[src/rtl/tlfs_pkg.sv]
// Shared types and constants for the type-length frame splitter.
// No dependencies; every other file of the block depends on this package.
`timescale 1ns / 1ps
`default_nettype none

package tlfs_pkg;

   // Number of message types, each with its own unit size register.
   localparam int NUM_TYPES = 5;

   // Field widths.
   localparam int BYTE_W   = 8;
   localparam int TYPE_W   = 3;
   localparam int COUNT_W  = 4;
   localparam int STATUS_W = 2;
   localparam int LEFT_W   = 12;
   localparam int CSR_IDX_W = 3;

   // Framing constants.
   localparam logic [BYTE_W-1:0] START_BYTE     = 8'h02;
   localparam logic [LEFT_W-1:0] FRAME_OVERHEAD = 12'd4;
   // Start and header bytes are already behind us when the body length is set.
   localparam logic [LEFT_W-1:0] HEAD_BYTES     = 12'd2;
   localparam logic [TYPE_W-1:0] TYPE_MIN       = 3'd1;
   localparam logic [TYPE_W-1:0] TYPE_MAX       = 3'd5;

   // Configuration register indexes.
   typedef enum logic [CSR_IDX_W-1:0] {
      CSR_UNIT_SIZE_TYPE1 = 3'd0,
      CSR_UNIT_SIZE_TYPE2 = 3'd1,
      CSR_UNIT_SIZE_TYPE3 = 3'd2,
      CSR_UNIT_SIZE_TYPE4 = 3'd3,
      CSR_UNIT_SIZE_TYPE5 = 3'd4
   } csr_index_type;

   // Reset values of the unit size registers.
   localparam logic [BYTE_W-1:0] UNIT_SIZE_RESET [NUM_TYPES] =
      '{8'd32, 8'd128, 8'd12, 8'd208, 8'd224};

   // All unit sizes, as handed from the register file to the parser.
   typedef logic [NUM_TYPES-1:0][BYTE_W-1:0] unit_sizes_type;

   // Parser phase.
   typedef enum logic [1:0] {
      PH_HUNT   = 2'd0,
      PH_HEADER = 2'd1,
      PH_BODY   = 2'd2,
      PH_AFTER  = 2'd3
   } phase_type;

   // Classification of each byte.
   typedef enum logic [STATUS_W-1:0] {
      ST_OUTSIDE = 2'd0,
      ST_FRAME   = 2'd1,
      ST_LAST    = 2'd2,
      ST_ERROR   = 2'd3
   } status_type;

   // One result beat.
   typedef struct packed {
      status_type               status;
      logic [TYPE_W-1:0]        msg_type;
      logic [COUNT_W-1:0]       msg_count;
   } result_type;

   // Hand-off from the input stage to the parser.
   typedef struct packed {
      logic              valid;
      logic [BYTE_W-1:0] data;
   } item_type;

endpackage

`default_nettype wire

[src/rtl/tlfs_if.sv]
// Valid/ready channel interfaces for the type-length frame splitter.
// Depends on tlfs_pkg for field widths.
`timescale 1ns / 1ps
`default_nettype none

// Input byte stream.
interface tlfs_req_if;
   logic                      valid;
   logic                      ready;
   logic [tlfs_pkg::BYTE_W-1:0] data_byte;

   modport source (output valid, output data_byte, input ready);
   modport sink   (input valid, input data_byte, output ready);
endinterface

// Per-byte classification results.
interface tlfs_rsp_if;
   logic                          valid;
   logic                          ready;
   logic [tlfs_pkg::STATUS_W-1:0] status;
   logic [tlfs_pkg::TYPE_W-1:0]   msg_type;
   logic [tlfs_pkg::COUNT_W-1:0]  msg_count;

   modport source (output valid, output status, output msg_type, output msg_count,
                   input ready);
   modport sink   (input valid, input status, input msg_type, input msg_count,
                   output ready);
endinterface

// Configuration register writes.
interface tlfs_csr_if;
   logic                           valid;
   logic                           ready;
   logic [tlfs_pkg::CSR_IDX_W-1:0] index;
   logic [tlfs_pkg::BYTE_W-1:0]    data;

   modport source (output valid, output index, output data, input ready);
   modport sink   (input valid, input index, input data, output ready);
endinterface

`default_nettype wire

[src/rtl/tlfs_csr_regs.sv]
// Unit size configuration registers of the type-length frame splitter.
// Depends on tlfs_pkg and the tlfs_csr_if interface.
`timescale 1ns / 1ps
`default_nettype none

module tlfs_csr_regs (
   input  logic                     clock,
   input  logic                     reset,
   tlfs_csr_if.sink                 csr_chan,
   output tlfs_pkg::unit_sizes_type unit_sizes
);
   import tlfs_pkg::*;

   unit_sizes_type unit_sizes_ff;
   unit_sizes_type unit_sizes_in;
   logic           write_beat;

   // Writes are always taken at once.
   assign csr_chan.ready = 1'b1;
   assign write_beat     = csr_chan.valid & csr_chan.ready;

   // Decode the register index; indexes beyond the list are ignored.
   always_comb begin
      unit_sizes_in = unit_sizes_ff;
      if (write_beat) begin
         unique case (csr_chan.index)
            CSR_UNIT_SIZE_TYPE1: unit_sizes_in[0] = csr_chan.data;
            CSR_UNIT_SIZE_TYPE2: unit_sizes_in[1] = csr_chan.data;
            CSR_UNIT_SIZE_TYPE3: unit_sizes_in[2] = csr_chan.data;
            CSR_UNIT_SIZE_TYPE4: unit_sizes_in[3] = csr_chan.data;
            CSR_UNIT_SIZE_TYPE5: unit_sizes_in[4] = csr_chan.data;
            default:             unit_sizes_in = unit_sizes_ff;
         endcase
      end
   end

   always_ff @(posedge clock) begin
      if (reset) begin
         for (int i = 0; i < NUM_TYPES; i++) begin
            unit_sizes_ff[i] <= UNIT_SIZE_RESET[i];
         end
      end else begin
         unit_sizes_ff <= unit_sizes_in;
      end
   end

   assign unit_sizes = unit_sizes_ff;

endmodule

`default_nettype wire

[src/rtl/tlfs_in_stage.sv]
// Input register of the type-length frame splitter: captures one byte beat.
// Depends on tlfs_pkg and the tlfs_req_if interface.
`timescale 1ns / 1ps
`default_nettype none

module tlfs_in_stage (
   input  logic               clock,
   input  logic               reset,
   tlfs_req_if.sink           req_chan,
   input  logic               advance,
   output tlfs_pkg::item_type item
);
   import tlfs_pkg::*;

   logic              valid_ff;
   logic              valid_in;
   logic [BYTE_W-1:0] byte_ff;
   logic              accept;

   // The register can take a new beat when empty or when its byte moves on.
   assign req_chan.ready = ~valid_ff | advance;
   assign accept         = req_chan.valid & req_chan.ready;

   always_comb begin
      valid_in = valid_ff;
      if (accept) begin
         valid_in = 1'b1;
      end else if (advance) begin
         valid_in = 1'b0;
      end
   end

   always_ff @(posedge clock) begin
      if (reset) begin
         valid_ff <= 1'b0;
      end else begin
         valid_ff <= valid_in;
      end
   end

   // Payload needs no reset.
   always_ff @(posedge clock) begin
      if (accept) begin
         byte_ff <= req_chan.data_byte;
      end
   end

   assign item.valid = valid_ff;
   assign item.data  = byte_ff;

endmodule

`default_nettype wire

[src/rtl/tlfs_parser.sv]
// Frame parser of the type-length frame splitter: phase state machine,
// frame length counter and result register. Depends on tlfs_pkg and tlfs_rsp_if.
`timescale 1ns / 1ps
`default_nettype none

module tlfs_parser (
   input  logic                     clock,
   input  logic                     reset,
   input  tlfs_pkg::item_type       item,
   input  tlfs_pkg::unit_sizes_type unit_sizes,
   output logic                     advance,
   tlfs_rsp_if.source               rsp_chan
);
   import tlfs_pkg::*;

   phase_type          phase_ff,       phase_in;
   logic [LEFT_W-1:0]  bytes_left_ff,  bytes_left_in;
   logic [TYPE_W-1:0]  frame_type_ff,  frame_type_in;
   logic [COUNT_W-1:0] frame_count_ff, frame_count_in;
   logic               rsp_valid_ff,   rsp_valid_in;
   result_type         result_ff,      result_in;

   logic [BYTE_W-1:0]  hdr_type_raw;
   logic [TYPE_W-1:0]  hdr_type;
   logic [COUNT_W-1:0] hdr_count;
   logic               hdr_ok;
   logic [BYTE_W-1:0]  unit_size;
   logic [LEFT_W-1:0]  body_left;

   // A byte moves into the result register when that register is free.
   assign advance = item.valid & (~rsp_valid_ff | rsp_chan.ready);

   // Header fields: type in the low nibble, count in the high nibble.
   assign hdr_type_raw = {{(BYTE_W-COUNT_W){1'b0}}, item.data[COUNT_W-1:0]};
   assign hdr_type     = hdr_type_raw[TYPE_W-1:0];
   assign hdr_count    = item.data[BYTE_W-1:COUNT_W];
   assign hdr_ok       = (hdr_type_raw >= BYTE_W'(TYPE_MIN))
                       & (hdr_type_raw <= BYTE_W'(TYPE_MAX))
                       & (hdr_count != '0);

   // Unit size for the header's type.
   always_comb begin
      case (hdr_type)
         3'd1:    unit_size = unit_sizes[0];
         3'd2:    unit_size = unit_sizes[1];
         3'd3:    unit_size = unit_sizes[2];
         3'd4:    unit_size = unit_sizes[3];
         3'd5:    unit_size = unit_sizes[4];
         default: unit_size = '0;
      endcase
   end

   // Bytes still to come after the header: size * count + overhead - 2.
   assign body_left = (LEFT_W'(unit_size) * LEFT_W'(hdr_count))
                    + (FRAME_OVERHEAD - HEAD_BYTES);

   // Next state and result for the byte in the input register.
   always_comb begin
      phase_in       = phase_ff;
      bytes_left_in  = bytes_left_ff;
      frame_type_in  = frame_type_ff;
      frame_count_in = frame_count_ff;
      result_in      = result_ff;
      rsp_valid_in   = rsp_valid_ff & ~rsp_chan.ready;

      if (advance) begin
         rsp_valid_in = 1'b1;
         unique case (phase_ff)
            PH_HUNT, PH_AFTER: begin
               if (item.data == START_BYTE) begin
                  phase_in       = PH_HEADER;
                  frame_type_in  = '0;
                  frame_count_in = '0;
                  result_in      = '{ST_FRAME, '0, '0};
               end else if (phase_ff == PH_AFTER) begin
                  // A frame must be followed straight away by a start byte.
                  phase_in  = PH_HUNT;
                  result_in = '{ST_ERROR, '0, '0};
               end else begin
                  result_in = '{ST_OUTSIDE, '0, '0};
               end
            end
            PH_HEADER: begin
               if (hdr_ok) begin
                  phase_in       = PH_BODY;
                  frame_type_in  = hdr_type;
                  frame_count_in = hdr_count;
                  bytes_left_in  = body_left;
                  result_in      = '{ST_FRAME, hdr_type, hdr_count};
               end else begin
                  phase_in       = PH_HUNT;
                  frame_type_in  = '0;
                  frame_count_in = '0;
                  bytes_left_in  = '0;
                  result_in      = '{ST_ERROR, '0, '0};
               end
            end
            PH_BODY: begin
               // An already empty remainder also closes the frame.
               if (bytes_left_ff <= LEFT_W'(1)) begin
                  phase_in      = PH_AFTER;
                  bytes_left_in = '0;
                  result_in     = '{ST_LAST, frame_type_ff, frame_count_ff};
               end else begin
                  bytes_left_in = bytes_left_ff - LEFT_W'(1);
                  result_in     = '{ST_FRAME, frame_type_ff, frame_count_ff};
               end
            end
            default: phase_in = PH_HUNT;
         endcase
      end
   end

   // Control and frame state.
   always_ff @(posedge clock) begin
      if (reset) begin
         phase_ff       <= PH_HUNT;
         bytes_left_ff  <= '0;
         frame_type_ff  <= '0;
         frame_count_ff <= '0;
         rsp_valid_ff   <= 1'b0;
      end else begin
         phase_ff       <= phase_in;
         bytes_left_ff  <= bytes_left_in;
         frame_type_ff  <= frame_type_in;
         frame_count_ff <= frame_count_in;
         rsp_valid_ff   <= rsp_valid_in;
      end
   end

   // Result payload needs no reset.
   always_ff @(posedge clock) begin
      result_ff <= result_in;
   end

   assign rsp_chan.valid     = rsp_valid_ff;
   assign rsp_chan.status    = result_ff.status;
   assign rsp_chan.msg_type  = result_ff.msg_type;
   assign rsp_chan.msg_count = result_ff.msg_count;

endmodule

`default_nettype wire

[src/rtl/type_length_frame_splitter.sv]
// Top level of the type-length frame splitter.
// Depends on tlfs_pkg, the channel interfaces, tlfs_csr_regs, tlfs_in_stage, tlfs_parser.
//
// req_chan carries the received stream, one byte per beat (data_byte). rsp_chan
// returns exactly one result beat per byte, in order: status (outside frame, frame
// byte, last byte of frame, error) and the frame's type and count once its header
// has been seen. csr_chan writes the five unit size registers (index 0 to 4 for
// types 1 to 5; other indexes are ignored). Writes are taken at once and are meant
// to be made while no byte is in flight. A frame is a start byte 0x02, a header
// byte (type low nibble, count high nibble) and further bytes up to
// unit_size * count + 4 bytes in all.
// A byte accepted from req_chan is held in the input register and then moves on
// into the result register, which rsp_chan shows. One byte per cycle is sustained
// while rsp_chan.ready stays high; the 8 by 4 bit multiply and add for the frame
// length sets the clock. Synchronous reset empties both registers, restores the unit
// sizes and puts the parser into hunting for a start byte. While the receiver holds
// rsp_chan.ready low the result stays put, the input register takes at most one
// more byte, and req_chan.ready stays low for as long as that register is full.
`timescale 1ns / 1ps
`default_nettype none

module type_length_frame_splitter (
   input  logic        clock,
   input  logic        reset,
   tlfs_req_if.sink    req_chan,
   tlfs_rsp_if.source  rsp_chan,
   tlfs_csr_if.sink    csr_chan
);
   import tlfs_pkg::*;

   unit_sizes_type unit_sizes;
   item_type       item;
   logic           advance;

   // Configuration registers.
   tlfs_csr_regs u_csr_regs (
      .clock      (clock),
      .reset      (reset),
      .csr_chan   (csr_chan),
      .unit_sizes (unit_sizes)
   );

   // Input register.
   tlfs_in_stage u_in_stage (
      .clock    (clock),
      .reset    (reset),
      .req_chan (req_chan),
      .advance  (advance),
      .item     (item)
   );

   // Parser and result register.
   tlfs_parser u_parser (
      .clock      (clock),
      .reset      (reset),
      .item       (item),
      .unit_sizes (unit_sizes),
      .advance    (advance),
      .rsp_chan   (rsp_chan)
   );

endmodule

`default_nettype wire
[src/flat_wrapper.sv]
// flat-port wrapper written by rule: the top's interface ports become plain ports
module type_length_frame_splitter_flat import tlfs_pkg::*;
  (clock, reset, req_chan_valid, req_chan_data_byte, req_chan_ready, rsp_chan_valid, rsp_chan_status, rsp_chan_msg_type, rsp_chan_msg_count, rsp_chan_ready, csr_chan_valid, csr_chan_index, csr_chan_data, csr_chan_ready);
  tlfs_req_if req_chan_i ();
  tlfs_rsp_if rsp_chan_i ();
  tlfs_csr_if csr_chan_i ();
  input  logic clock;
  input  logic reset;
  input wire logic [$bits(req_chan_i.valid)-1:0] req_chan_valid;
  input wire logic [$bits(req_chan_i.data_byte)-1:0] req_chan_data_byte;
  output wire logic [$bits(req_chan_i.ready)-1:0] req_chan_ready;
  output wire logic [$bits(rsp_chan_i.valid)-1:0] rsp_chan_valid;
  output wire logic [$bits(rsp_chan_i.status)-1:0] rsp_chan_status;
  output wire logic [$bits(rsp_chan_i.msg_type)-1:0] rsp_chan_msg_type;
  output wire logic [$bits(rsp_chan_i.msg_count)-1:0] rsp_chan_msg_count;
  input wire logic [$bits(rsp_chan_i.ready)-1:0] rsp_chan_ready;
  input wire logic [$bits(csr_chan_i.valid)-1:0] csr_chan_valid;
  input wire logic [$bits(csr_chan_i.index)-1:0] csr_chan_index;
  input wire logic [$bits(csr_chan_i.data)-1:0] csr_chan_data;
  output wire logic [$bits(csr_chan_i.ready)-1:0] csr_chan_ready;
  assign req_chan_i.valid = req_chan_valid;
  assign req_chan_i.data_byte = req_chan_data_byte;
  assign req_chan_ready = req_chan_i.ready;
  assign rsp_chan_valid = rsp_chan_i.valid;
  assign rsp_chan_status = rsp_chan_i.status;
  assign rsp_chan_msg_type = rsp_chan_i.msg_type;
  assign rsp_chan_msg_count = rsp_chan_i.msg_count;
  assign rsp_chan_i.ready = rsp_chan_ready;
  assign csr_chan_i.valid = csr_chan_valid;
  assign csr_chan_i.index = csr_chan_index;
  assign csr_chan_i.data = csr_chan_data;
  assign csr_chan_ready = csr_chan_i.ready;
  type_length_frame_splitter u_core (.clock(clock), .reset(reset), .req_chan(req_chan_i), .rsp_chan(rsp_chan_i), .csr_chan(csr_chan_i));
endmodule
[config.mk]
export PLATFORM = sky130hd
export DESIGN_NAME = type_length_frame_splitter_flat
export DESIGN_NICKNAME = d
export VERILOG_FILES = /design/src/rtl/tlfs_pkg.sv /design/src/rtl/tlfs_if.sv /design/src/rtl/tlfs_csr_regs.sv /design/src/rtl/tlfs_in_stage.sv /design/src/rtl/tlfs_parser.sv /design/src/rtl/type_length_frame_splitter.sv /design/src/flat_wrapper.sv
export SDC_FILE = /design/constraint.sdc
export NUM_CORES = 1
export LEC_CHECK = 0
export BUFFER_PORTS_ARGS = -buffer_cell sky130_fd_sc_hd__buf_2
export CORE_MARGIN = 1
export CORE_UTILIZATION = 40
export CTS_BUF_LIST = sky130_fd_sc_hd__clkbuf_4 sky130_fd_sc_hd__clkbuf_8
export DETAILED_ROUTE_END_ITERATION = 12
export MAX_ROUTING_LAYER = met4
export PLACE_DENSITY = 0.6
export SYNTH_ARGS = -nofsm -noshare
export SYNTH_HDL_FRONTEND = slang
export SYNTH_SLANG_ARGS = --single-unit
[constraint.sdc]
create_clock -name clock -period 10.82 [get_ports clock]
set_clock_uncertainty 0.1 [all_clocks]
set_input_delay 2.164 -clock clock [delete_from_list [all_inputs] [get_ports clock]]
set_output_delay 2.164 -clock clock [all_outputs]
set_load 0.02 [all_outputs]
# Word level (Yosys, flattened, before mapping)
# Cells that the tools add are included.
# Widths: inputs -> output; s select.
[word_totals] ff_bits=80 latchBits=0 ramBits=0 rom_bits=0 output_inout_bits=12 wordCells=85 n_memories=0
[op_classes] n_addsub=2 multipliers=1 n_div=0 magnitude_cmp=3 n_eq_ne=16 shifts=0 mux=23 bitwise=10 n_reduce_logical=15
[ops] operator="$pmux 8 s5" n=1
[ops] operator="$mux 9" n=4
[ops] operator="$pmux 9 s3" n=1
[ops] operator="$mux 12" n=2
[ops] operator="$pmux 12 s2" n=1
[ops] operator="$add 12x2->12 const B" n=1
[ops] operator="$eq 3x2->1 const B" n=4
[ops] operator="$le 12x1->1 const B" n=1
[ops] operator="$mul 8x4->12" n=1
[ops] operator="$reduce_and 2->1" n=6
[ops] operator="$sub 12x1->12 const B" n=1
[ops] operator="$eq 3x3->1 const B" n=3
[ops] operator="$eq 8x2->1 const B" n=1
[ops] operator="$mux 2" n=4
[ops] operator="$mux 4" n=2
[ops] operator="$pmux 4 s2" n=1
[ops] operator="$eq 3x1->1 const B" n=2
[ops] operator="$mux 3" n=2
[ops] operator="$pmux 2 s3" n=1
[ops] operator="$pmux 3 s2" n=1
[ops] operator="$reduce_and 3->1" n=2
[ops] operator="$reduce_bool 2->1" n=3
[ops] operator="$and 1x1->1" n=5
[ops] operator="$eq 2x2->1 const B" n=2
[ops] operator="other kinds (12)" n=18

# Depth between registers and ports, before layout
# Gate-level depths: netlist (run 1).
[depth] depth_word=6 ltp_mapped=19 mapped_depth_nobuf=17

# Modules after synthesis
# Synthesis (run 1) repeated with hierarchy kept, for this count alone.
[hier_totals] hier_cells=555 hier_area_um2=5078.6
[modules_own_cells] module="tlfs_parser" instances=1 cells_per_inst=387 area_each_um2=3136.8 seq_area_each_um2=710.7
[modules_own_cells] module="tlfs_csr_regs" instances=1 cells_per_inst=154 area_each_um2=1639.1 seq_area_each_um2=800.8
[modules_own_cells] module="tlfs_in_stage" instances=1 cells_per_inst=14 area_each_um2=302.8 seq_area_each_um2=260.2

# Worst setup path after synthesis (run 1)
# Ideal clock, no wire load.
[synth_timing] kind="input to output" from="in rsp_chan_ready" to="out req_chan_ready" arrival_ns=2.519 setup_slack_ns=6.037 stages=2 n_path_buf=0 cell_sequence="nor2b_1 > nand2_1"
[synth_via] elab_chain_len=3
[synth_lines] item="start: declaration" line="flat_wrapper.sv:16" text="input wire logic [$bits(rsp_chan_i.ready)-1:0] rsp_chan_ready;"
[synth_lines] item="$or 1x1->1" line="tlfs_parser.sv:31" text="assign advance = item.valid & (~rsp_valid_ff | rsp_chan.ready);"
[synth_lines] item="$and 1x1->1" line="tlfs_parser.sv:31"
[synth_lines] item="$or 1x1->1" line="tlfs_in_stage.sv:21" text="assign req_chan.ready = ~valid_ff | advance;"
[synth_lines] item="end: declaration" line="flat_wrapper.sv:11" text="output wire logic [$bits(req_chan_i.ready)-1:0] req_chan_ready;"
# No other way between the ends.

# Worst setup path after layout (run 1)
[layout_timing] from="reg u_core.u_in_stage.byte_ff[2]" to="reg u_core.u_parser.bytes_left_ff[11]"
[layout_via] elab_chain_len=6 elab_cells_between_ends=14 cone_classes="1 x add/sub; 1 x mul; 2 x order compare; 5 x eq/ne; 3 x mux; 2 x bitwise"
[layout_lines] item="start: declaration" line="tlfs_in_stage.sv:17" text="logic [BYTE_W-1:0] byte_ff;"
[layout_lines] item="start signal: assignment" line="tlfs_in_stage.sv:44" text="byte_ff <= req_chan.data_byte;"
[layout_lines] item="$eq 3x3->1 (tied with other cells)" line="tlfs_parser.sv:43" text="case (hdr_type)"
[layout_lines] item="$pmux 8 s5" line="tlfs_parser.sv:43"
[layout_lines] item="$mul 8x4->12" line="tlfs_parser.sv:54" text="assign body_left = (LEFT_W'(unit_size) * LEFT_W'(hdr_count))"
[layout_lines] item="$add 12x2->12" line="tlfs_parser.sv:55" text="+ (FRAME_OVERHEAD - HEAD_BYTES);"
[layout_lines] item="$mux 12 (*)" line="tlfs_parser.sv:84" text="if (hdr_ok) begin"
[layout_lines] item="$pmux 12 s2 (*)" line="tlfs_parser.sv:68" text="unique case (phase_ff)"
[layout_lines] item="end signal: assignment" line="tlfs_parser.sv:124" text="bytes_left_ff <= bytes_left_in;"
[layout_lines] item="end: declaration" line="tlfs_parser.sv:17" text="logic [LEFT_W-1:0] bytes_left_ff, bytes_left_in;"
# Mark *: on every way between the ends. The rest lies on a longest branch, timed or not.
# A chain may end at the register's enable or synchronous reset.

==> results of run 1 <==
final timing paths:
kind	from	endpoint	cells past startpoint
setup / recovery	u_core.u_in_stage.byte_ff[2]$_DFFE_PP_	u_core.u_parser.bytes_left_ff[11]$_SDFFE_PP0P_	17
hold / removal	u_core.u_csr_regs.unit_sizes[24]$_SDFFE_PP0P_	u_core.u_csr_regs.unit_sizes[24]$_SDFFE_PP0P_	2
setup reg to reg	u_core.u_in_stage.byte_ff[2]$_DFFE_PP_	u_core.u_parser.bytes_left_ff[11]$_SDFFE_PP0P_	17
hold reg to reg	u_core.u_csr_regs.unit_sizes[24]$_SDFFE_PP0P_	u_core.u_csr_regs.unit_sizes[24]$_SDFFE_PP0P_	2
report_power, final:
group / switching, mW / internal, mW
Clock: 0.115 / 0.111
Combinational: 0.0408 / 0.0250
Sequential: 0.00855 / 0.311
logic make-up after synthesis:
group / share of synthesized area
flops: 0.367
fa+ha+maj: 0.104
simple gates: 0.257
buf+inv: 0.0537
xor+xnor: 0.00908
compound gates: 0.172
mux: 0.0361
other cells: 0.000777
flip-flops by register name, summed over array words and instances, names as in the netlist:
| register | count |
|---|---|
| u_core.u_csr_regs.unit_sizes | 40 |
| u_core.u_parser.phase_ff | 2 |
| u_core.u_parser.rsp_chan.msg_type | 3 |
| u_core.u_in_stage.byte_ff | 8 |
| u_core.u_parser.rsp_chan.status | 2 |
| u_core.u_parser.frame_type_ff | 3 |
| u_core.u_parser.bytes_left_ff | 12 |
| u_core.u_parser.frame_count_ff | 4 |
| u_core.u_in_stage.valid_ff | 1 |
| u_core.u_parser.rsp_chan.msg_count | 4 |
| u_core.u_parser.rsp_chan.valid | 1 |
layout make-up:
type	instances	area share
repair buffers	35	0.0339
clock buffers	10	0.0251
flip-flops and latches	80	0.338
inverters	31	0.0222
clock inverters	6	0.0127
well taps	143	0.0342
multi-input cells	445	0.533
cell usage after synthesis, types with 5 or more instances:
master / count / area share
nor2b_1: 27 / 0.035
inv_1: 31 / 0.024
a21oi_1: 59 / 0.061
nand3_1: 10 / 0.010
nand2_1: 101 / 0.079
nor2_1: 67 / 0.052
mux2i_1: 14 / 0.029
or3_1: 7 / 0.0091
ha_1: 21 / 0.054
edfxtp_1: 17 / 0.11
nand2b_1: 8 / 0.010
nand3b_1: 10 / 0.016
fa_1: 12 / 0.050
a22oi_1: 8 / 0.012
nor3_1: 5 / 0.0052
clkbuf_1: 19 / 0.015
o21ai_0: 20 / 0.021
buf_2: 6 / 0.0062
dfxtp_1: 63 / 0.26
worst max-delay path, cell delays in order, from the launching register on:
cell	delay (ns)
edfxtp_1	0.72
nor2b_1	0.33
a22oi_1	0.25
nor2_1	0.06
a21oi_1	0.29
nor2b_1	0.12
fa_1	0.54
inv_1	0.06
fa_1	0.52
inv_1	0.04
ha_1	0.33
a21oi_1	0.27
nor2_1	0.08
a211oi_1	0.39
o21bai_1	0.11
a21oi_1	0.22
mux2_2	0.36
o32ai_1	0.25
layer usage:
layer / global-route usage / part of all wire / vias up / wire (um)
met1: 0.235 / 0.46 / 1842 / 5060
li1: - / - / 2036 / -
met4: 0.0631 / 0.015 / 0 / 165
met3: 0.0376 / 0.035 / 14 / 378
met2: 0.312 / 0.49 / 62 / 5310
met5: - / 0 / - / 0
cell usage in the layout, fill, tap and decap left out, types with 12 or more instances in the layout:
cell      count
fa_1         12
nor2b_1      27
o21ai_0      20
dfxtp_1      63
mux2i_1      14
inv_1        31
edfxtp_1     17
nor2_1       67
ha_1         21
a21oi_1      59
nand2_1     101
buf_2        34
metrics by stage:
stage          hold WS [ns]  power [mW]  instances
6_report              0.358       0.611        750
4_1_cts               0.359       0.616        750
3_5_place_dp          0.347       0.393        734
2_1_floorplan         0.331       0.373        586
5_1_grt               0.375       0.637        750
3_3_place_gp          0.344       0.391        734
==> out/qor.yml, run 1 <==
register_area_mm2: 0.00177
synth_edf_count: 17
tightest_slew_ns: 0.982
io_pins: 36
crit_fanout: 14
place_congestion: 0.869
drv_cap: 0
r2r_slack_ns: 5.68
cp-start-kind: "flop"
fin_util: 0.453
holdBufCountCts: 0
yosysSeqAreaShare: 0.367
synth-main-ff-cell: "dfxtp_1"
die_h_um: 112
syn_to_final_growth_pct: 8.53
avgSynthCellArea_um2: 8.23
hold_violations: 0
violations: "design-rule violations"
portBuffers: 34
grt_pass1_vias: 3829
synth_area_mm2: 0.00482
antenna_found_initial: 0
multiInputGateArea_mm2: 0.00279
drive_gt1_frac: 0.114
cts_tree: "built"
hold_class: "reg2reg"
diodes: 0
grt.total_usage: 0.191
cp-end-kind: "flop"
drtAntennaViolNets: 0
critical_path_required_ns: 10.99
drc: 3
die_w_um: 112
core_mm2: 0.0116
post-place-ws_ns: 5.71
fp-row-count: 39
tns_ns: 0
power_leakage_nw: 2.02
netlist_instances: 586
vias: 3954
cts_resized: 0
setup_viol: 0
powerDensity_mw_per_mm2: 117
cts.sinks: 80
clockBufferDepth: 2
period_share: 0.475
first_pass_iters: 8
grt_pass1_wl_mm: 18.4
max_freq_mhz: 195
grt_max_degree: 66
crit_type: "reg2reg"
fin_area_mm2: 0.00524
clkLatencyLatePin_ns: 0.36
hpwl_mm: 8.07
cts-buffers-inserted: 9
cp.arrival_ns: 5.31
slew_headroom: 0.343
period_needed_ns: 5.14
async_flop_share: 0
htree_num_levels: 3
vias_per_cell: 5.27
ys_ff_latch: 80
syn_nets: 643
gr-total-overflow: 0
wl_mm: 10.9
slew_viol_final: 0
yosysWarnings: 0
dieArea_mm2: 0.0125
clk_pin_slew_ns: 0.08
rsz0062_at_grt: "no"
nets: 659
initial_utilization: 0.417
wire_per_inst_um: 14.5
setup_slack_ns: 5.68
post_cts_buffers: 0
synthDistinctLibCells: 63
initialDrtViolationCount: 207
fill_cells: 1173
irDropWorstVdd_mv: 0.0823
place_area_mm2: 0.00504
status: "finished, violations left"
cts_root_buffer: "clkbuf_8"
No activity file was read; power rests on OpenSTA's default activity.
==> inputs of run 2 (changes only) <==
PLACE_DENSITY = 0.62   (was 0.6)
clock period = 4.6 ns   (was 10.82 ns; I/O delays follow)
==> run 2 against run 1 <==
  * The flow still finishes with violations (design-rule violations)
  * Design area grew 2.7%
  * Clock power increased to 2.6 times the previous value
  * Non-clock buffer count up 9
  * Critical path type unchanged
==> out/qor.yml, run 2 (synthesis gave the netlist of run 1 again) <==
die_w_um: 112  # unchanged
grt_pass1_vias: 3976  # +3.8%
cts-buffers-inserted: 9  # unchanged
io_pins: 36  # unchanged
post-place-ws_ns: 0.0174  # -5.70 ns
hold_class: "reg2reg"
grt_max_degree: 44  # -33%
endpoint: "u_core.u_parser.bytes_left_ff[11]$_SDFFE_PP0P_"
irDropWorstVdd_mv: 0.215  # +160%
powerDensity_mw_per_mm2: 279  # +140%
holdBufCountCts: 0  # unchanged
fp-row-count: 39  # unchanged
crit_path_max_incr_delay_ns: 0.55  # -0.17 ns
dieArea_mm2: 0.0125  # unchanged
critical_path_required_ns: 4.78  # -6.21 ns
initialDrtViolationCount: 166  # -20%
cp-start-kind: "flop"
drive_gt1_frac: 0.141  # +0.0276
worstReg2RegStart: "u_core.u_in_stage.byte_ff[1]$_DFFE_PP_"
slew_viol_final: 0  # unchanged
cts.sinks: 80  # unchanged
syn_to_final_growth_pct: 11.4
initial_utilization: 0.417  # unchanged
first_pass_iters: 9  # +1
setup_slack_ns: 0.189  # -5.49 ns
gr-total-overflow: 0  # unchanged
core_mm2: 0.0116  # unchanged
period_share: 0.959  # +0.484
whs_ns: 0.358  # +0.000289 ns
diodes: 0  # unchanged
nets: 668  # +1.4%
status: "finished, violations left"
hpwl_mm: 8.52  # +5.5%
drc: 2  # -1
internal_power_mw: 1.12  # +150%
crit_slowest_cell: "fa_1"
worstReg2RegEnd: "u_core.u_parser.bytes_left_ff[11]$_SDFFE_PP0P_"
crit_fanout: 12  # -2
p_sw_frac: 0.256  # -0.0137
power_leakage_nw: 2.08  # +3.0%
slew_headroom: 0.359  # +0.0157
seqPwrFrac: 0.498  # -0.025
hold_violations: 0  # unchanged
vias: 4034  # +2.0%
clkLatencyLatePin_ns: 0.37  # about the same
rsz0062_at_grt: "no"
max_freq_mhz: 227  # +17%
largest_reg_flops: 40  # unchanged
tightest_slew_ns: 0.959  # -0.0235 ns
violations: "design-rule violations"
vias_per_cell: 5.31  # +0.81%
cts_root_buffer: "clkbuf_8"
grt_pass1_wl_mm: 18.9  # +2.4%
critPathBufInv: 3  # +1
htree_num_levels: 3  # unchanged
period_needed_ns: 4.41  # -0.730 ns
place_area_mm2: 0.00512  # +1.7%
drv_cap: 0  # unchanged
clockBufferDepth: 2  # unchanged
cp_cell_sequence: "nor2b_1, buf_12, a22oi_1, nor2_1, a21oi_1, nor2b_1, fa_1, inv_1, fa_1, inv_1, ha_1, a21oi_2, nor2_1, a211oi_2, o21bai_1, a21oi_2, mux2_2, o32ai_1"
mostFrequentLayoutCell: "nand2_1"
drtAntennaViolNets: 0  # unchanged
r2r_slack_ns: 0.19  # -5.49 ns
comb_power_share: 0.114  # +0.006
reg2reg_depth: 18  # +1
cp-end-kind: "flop"
clk_pin_slew_ns: 0.09  # about the same
place_congestion: 0.890  # +2.5%
grt.total_usage: 0.195  # +0.00437
tns_ns: 0  # unchanged
crit_type: "reg2reg"
p_sw_mw: 0.383  # +130%
critical_path.top_delay_family: "compound AO/OA/AOI/OAI gates"
clkPwrFrac: 0.388  # +0.019
mostFrequentLayoutCells: "nand2_1, nor2_1, dfxtp_1, a21oi_1, buf_2"
antenna_found_initial: 0  # unchanged
portBuffers: 34  # unchanged
fin_area_mm2: 0.00537  # +2.7%
startpoint: "u_core.u_in_stage.byte_ff[1]$_DFFE_PP_"
cts_tree: "built"
wire_per_inst_um: 14.7  # +1.1%
setup_viol: 0  # unchanged
fill_cells: 1157  # -1.4%
die_h_um: 112  # unchanged
cp.depth: 18  # +1
wl_mm: 11.2  # +2.3%
post_cts_buffers: 0  # unchanged
cp.arrival_ns: 4.59  # -0.72 ns
-- run 2: routing by layer --
layer	GRT usage	share of wire	routed length, um
met1	0.233	0.45	5000
met2	0.333	0.50	5620
met3	0.0354	0.039	438
met4	0.0604	0.0091	102
met5	-	0	0
-- run 2: repair_timing --
action,4_1_cts,5_1_grt
pin swaps,0,0
endpoints found under the setup margin,1,4
resized for setup,1,7
-- run 2: worst min-delay path: cells and delay by family, from the launching register on --
| kind | cells | cell delay (ns) |
|---|---|---|
| DFF | 1 | 0.31 |
| and+or+nand+nor | 1 | 0.05 |
| AOI/OAI and AO/OA | 1 | 0.05 |
-- run 2: how the worst min path moves through the flow --
| stage | from | to | depth (start not counted) |
|---|---|---|---|
| floorplan | u_core.u_csr_regs.unit_sizes[8]$_SDFFE_PP0P_ | u_core.u_csr_regs.unit_sizes[8]$_SDFFE_PP0P_ | 2 |
| global placement | u_core.u_csr_regs.unit_sizes[4]$_SDFFE_PP0P_ | u_core.u_csr_regs.unit_sizes[4]$_SDFFE_PP0P_ | 2 |
| detailed placement | u_core.u_csr_regs.unit_sizes[14]$_SDFFE_PP0P_ | u_core.u_csr_regs.unit_sizes[14]$_SDFFE_PP0P_ | 2 |
| CTS | u_core.u_csr_regs.unit_sizes[14]$_SDFFE_PP0P_ | u_core.u_csr_regs.unit_sizes[14]$_SDFFE_PP0P_ | 2 |
| global route | u_core.u_csr_regs.unit_sizes[12]$_SDFFE_PP0P_ | u_core.u_csr_regs.unit_sizes[12]$_SDFFE_PP0P_ | 2 |
| finish | u_core.u_csr_regs.unit_sizes[14]$_SDFFE_PP0P_ | u_core.u_csr_regs.unit_sizes[14]$_SDFFE_PP0P_ | 2 |
-- run 2: power groups by stage --
stage	logic, mW	registers, mW	clock network, mW
global placement	0.165	0.763	0
finish	0.172	0.747	0.582
detailed placement	0.168	0.763	0
floorplan	0.119	0.759	0
global route	0.192	0.749	0.625
CTS	0.170	0.747	0.599
-- run 2: cell type report --
class                      count  area [um2]  area share
inverter                      31         116      0.0217
clock buffer                  11         139      0.0258
timing repair buffer          44         258      0.0480
multi-input combinational    445        2830       0.526
sequential                    80        1770       0.330
tap                          143         179      0.0333
clock inverter                 5        81.3      0.0151
-- run 2: metrics by stage --
| stage | util | power [mW] | instances |
|---|---|---|---|
| 3_5_place_dp | 0.443 | 0.931 | 743 |
| 3_3_place_gp | 0.443 | 0.928 | 743 |
| 4_1_cts | 0.463 | 1.52 | 759 |
| 2_1_floorplan | - | 0.878 | 586 |
| 6_report | 0.465 | 1.50 | 759 |
| 5_1_grt | 0.465 | 1.57 | 759 |
==> inputs of run 3 (changes only) <==
ABC_AREA = 1   (was not set)
CELL_PAD_IN_SITES_DETAIL_PLACEMENT = 0   (was not set)
CELL_PAD_IN_SITES_GLOBAL_PLACEMENT = 1   (was not set)
PLACE_DENSITY = 0.79   (was 0.62)
==> run 3 against run 2 <==
  * The run still ends with design-rule violations left
  * Die area rose by 0.59%
  * Cell count is 10% higher
  * Clock-buffer cell count fell by 2
  * Sequential power about the same
  * Maximum frequency rose by 2.0%
  * Register-to-register slack improved by 0.08 ns
  * Wire length up 6.5%
  * Sequential share of layout area decreased by 0.27 points
  * Total power decreased by 0.47%
  * Hold slack better by 0.0044 ns
  * Area after synthesis increased by 0.60%
  * Critical path depth shrank 1
==> out/qor.yml, run 3 <==
status: "finished, violations left"
violations: "design-rule violations"
crit_fanout: 7  # -5
cp-start-kind: "flop"
avgSynthCellArea_um2: 7.48  # -9.2%
fp-row-count: 39  # unchanged
r2r_slack_ns: 0.27  # +0.08 ns
clockBufferDepth: 2  # unchanged
first_pass_iters: 9  # unchanged
grt_max_degree: 45  # +2.3%
grt_pass1_wl_mm: 19.9  # +5.1%
tns_ns: 0  # unchanged
hold_class: "reg2reg"
met2WireLength_mm: 5.70  # +1.4%
critPathBufInv: 2  # -1
initialDrtViolationCount: 243  # +46%
die_w_um: 112  # +0.30%
setup_slack_ns: 0.273  # +0.0845 ns
cp.depth: 17  # -1
yosysTopAreaCellShare: 0.260  # -0.00155
synth_top_family_by_area: "simple AND/OR/NAND/NOR gates"
power_leakage_nw: 2.45  # +18%
tightest_slew_ns: 0.809  # -0.150 ns
synth_most_common_cell: "nand2_1"
wl_mm: 11.9  # +6.5%
slew_headroom: 0.459  # +0.100
syn_to_final_growth_pct: 11.7
fill_cells: 1204  # +4.1%
cts_root_buffer: "clkbuf_8"
synthDistinctLibCells: 47  # -25%
netlist_instances: 649  # +11%
htree_num_levels: 3  # unchanged
largest_reg_flops: 40  # unchanged
ys_ff_latch: 80  # unchanged
portBuffers: 34  # unchanged
top_layer_used: "met4"
wl_met3_um: 332  # -24%
clkLatencyLatePin_ns: 0.35  # -0.02 ns
synthSimpleGateAreaFrac: 0.259  # +0.00183
syn_nets: 706  # +9.8%
critical_path_required_ns: 4.75  # -0.03 ns
wl_met1_mm: 5.72  # +14%
grt.total_usage: 0.202  # +0.00699
cp.arrival_ns: 4.48  # -0.11 ns
powerDensity_mw_per_mm2: 276  # -1.3%
nets: 747  # +12%
cp-end-kind: "flop"
wire_per_inst_um: 14.2  # -3.5%
register_area_mm2: 0.00177  # unchanged
yosysSeqAreaShare: 0.365  # -0.00218
initial_utilization: 0.418  # +0.000726
core_mm2: 0.0116  # +0.42%
synth-main-ff-cell: "dfxtp_1"
vias: 4279  # +6.1%
irDropWorstVdd_mv: 0.186  # -13%
mostFrequentLayoutCell: "nand2_1"
vias_per_cell: 5.11  # -3.9%
crit_slowest_cell: "edfxtp_1"
gr-total-overflow: 0  # unchanged
yosysWarnings: 0  # unchanged
crit_path_max_incr_delay_ns: 0.50  # -0.05 ns
yosysTopAreaCell: "dfxtp_1"
synth_common_cells: "nand2_1, nor2_1, inv_1, o21ai_0, dfxtp_1"
antenna_found_initial: 0  # unchanged
crit_type: "reg2reg"
cp_cell_sequence: "buf_4, nor2_1, nand2_1, o21ai_0, a211oi_2, or2_2, fa_1, inv_1, fa_1, ha_1, nand2_1, a21oi_1, or2_2, a21o_1, or2_2, nand3_1, a21oi_1"
muxShareOfSynthArea: 0  # -0.0361
async_flop_share: 0  # unchanged
place_congestion: 0.840  # -5.6%
synth_fa_ha_area_frac: 0.104  # -0.000618
setup_viol: 0  # unchanged
max_freq_mhz: 231  # +2.0%
dieArea_mm2: 0.0126  # +0.59%
die_h_um: 112  # +0.30%
reg2reg_depth: 17  # -1
post-place-ws_ns: 0.153  # +0.136 ns
crit_top_cell: "or2_2"
clk_pin_slew_ns: 0.09  # about the same
io_pins: 36  # unchanged
holdPathStages: 2  # unchanged
drtAntennaViolNets: 0  # unchanged
drv_cap: 0  # unchanged
period_needed_ns: 4.33  # -0.0846 ns
synth_edf_count: 17  # unchanged
slew_viol_final: 0  # unchanged
synth_compound_area_frac: 0.170  # -0.00153
cts.sinks: 80  # unchanged
synth_xor_area_frac: 0.00722  # -0.00186
diodes: 0  # unchanged
grt_pass1_vias: 4066  # +2.3%
cts_tree: "built"
critical_path.top_delay_family: "simple AND/OR/NAND/NOR gates"
synth_area_mm2: 0.00485  # +0.60%
hpwl_mm: 8.99  # +5.6%
synthTopCellsByArea: "dfxtp_1, edfxtp_1, nand2_1, nor2_1, o21ai_0"
drc: 1  # -1
drive_gt1_frac: 0.160  # +0.0185
hold_violations: 0  # unchanged
multiInputGateArea_mm2: 0.00265  # -6.4%
cts-buffers-inserted: 9  # unchanged
period_share: 0.941  # -0.0184
p_total_mw: 1.49  # -0.47%
mostFrequentLayoutCells: "nand2_1, nor2_1, inv_1, o21ai_0, dfxtp_1"
holdBufCountCts: 0  # unchanged
==> run 3: cell count changes after synthesis, sizes merged, moves of 8 or more <==
cell / delta
nor2b: -27
a21oi: -13
nand3: +33
mux2i: -14
o21ai: +50
nand3b: -10
nor2: +28
inv: +64
clkbuf: -12
nand2b: -8
==> run 3: final cells by class <==
class,count,share of cell area
Timing Repair Buffer,45,0.0467
Clock inverter,7,0.0143
Tap cell,143,0.0330
Clock buffer,9,0.0229
Sequential cell,80,0.327
Inverter,97,0.0672
Multi-Input combinational cell,457,0.489
==> run 3: stage by stage <==
stage	util	instance area, um2	cells	hold WS [ns]
finish	0.466	5420	838	0.363
global route	0.466	5420	838	0.385
CTS	0.459	5330	829	0.361
detailed placement	0.441	5120	813	0.344
global placement	0.441	5120	813	0.338
floorplan	-	4850	649	0.325
==> run 3: routing by layer <==
layer	track usage	vias to the layer above
met5	-	-
li1	-	2209
met1	0.263	1995
met4	0.0444	0
met3	0.0340	11
met2	0.330	64
==> run 3: what timing repair did <==
action / CTS / global route
resized for setup: 0 / 7
endpoints found under the setup margin: 0 / 6
setup buffers: 0 / 9
==> run 3: where the power goes <==
part | leakage [nW] | internal, mW | total [mW] | switching, mW
registers | 0.678 | 0.736 | 0.749 | 0.0132
logic | 1.67 | 0.0700 | 0.209 | 0.139
clock network | 0.102 | 0.257 | 0.535 | 0.279
total | 2.45 | 1.06 | 1.49 | 0.430
==> run 3: logic make-up after synthesis <==
kind of cell,Yosys count
AOI/OAI and AO/OA,145
xor gates and xnor gates,4
adders and majority gates,33
buffers and inverters,112
DFF,80
other,1
and+or+nand+nor,274
==> run 3: worst reg2reg max path: stages, from the launching register on <==
cell	delay [ns]
edfxtp_1	0.50
buf_4	0.19
nor2_1	0.11
nand2_1	0.21
o21ai_0	0.32
a211oi_2	0.10
or2_2	0.30
fa_1	0.48
inv_1	0.05
fa_1	0.47
ha_1	0.36
nand2_1	0.12
a21oi_1	0.07
or2_2	0.28
a21o_1	0.17
or2_2	0.27
nand3_1	0.07
a21oi_1	0.06
==> run 3: path summary, 6_finish.rpt <==
kind / start / endpoint
worst min-delay path: u_core.u_csr_regs.unit_sizes[19]$_SDFFE_PP1P_ / u_core.u_csr_regs.unit_sizes[19]$_SDFFE_PP1P_
worst max register to register: u_core.u_in_stage.byte_ff[0]$_DFFE_PP_ / u_core.u_parser.bytes_left_ff[6]$_SDFFE_PP0P_
worst max-delay path: u_core.u_in_stage.byte_ff[0]$_DFFE_PP_ / u_core.u_parser.bytes_left_ff[6]$_SDFFE_PP0P_
worst min register to register: u_core.u_csr_regs.unit_sizes[19]$_SDFFE_PP1P_ / u_core.u_csr_regs.unit_sizes[19]$_SDFFE_PP1P_
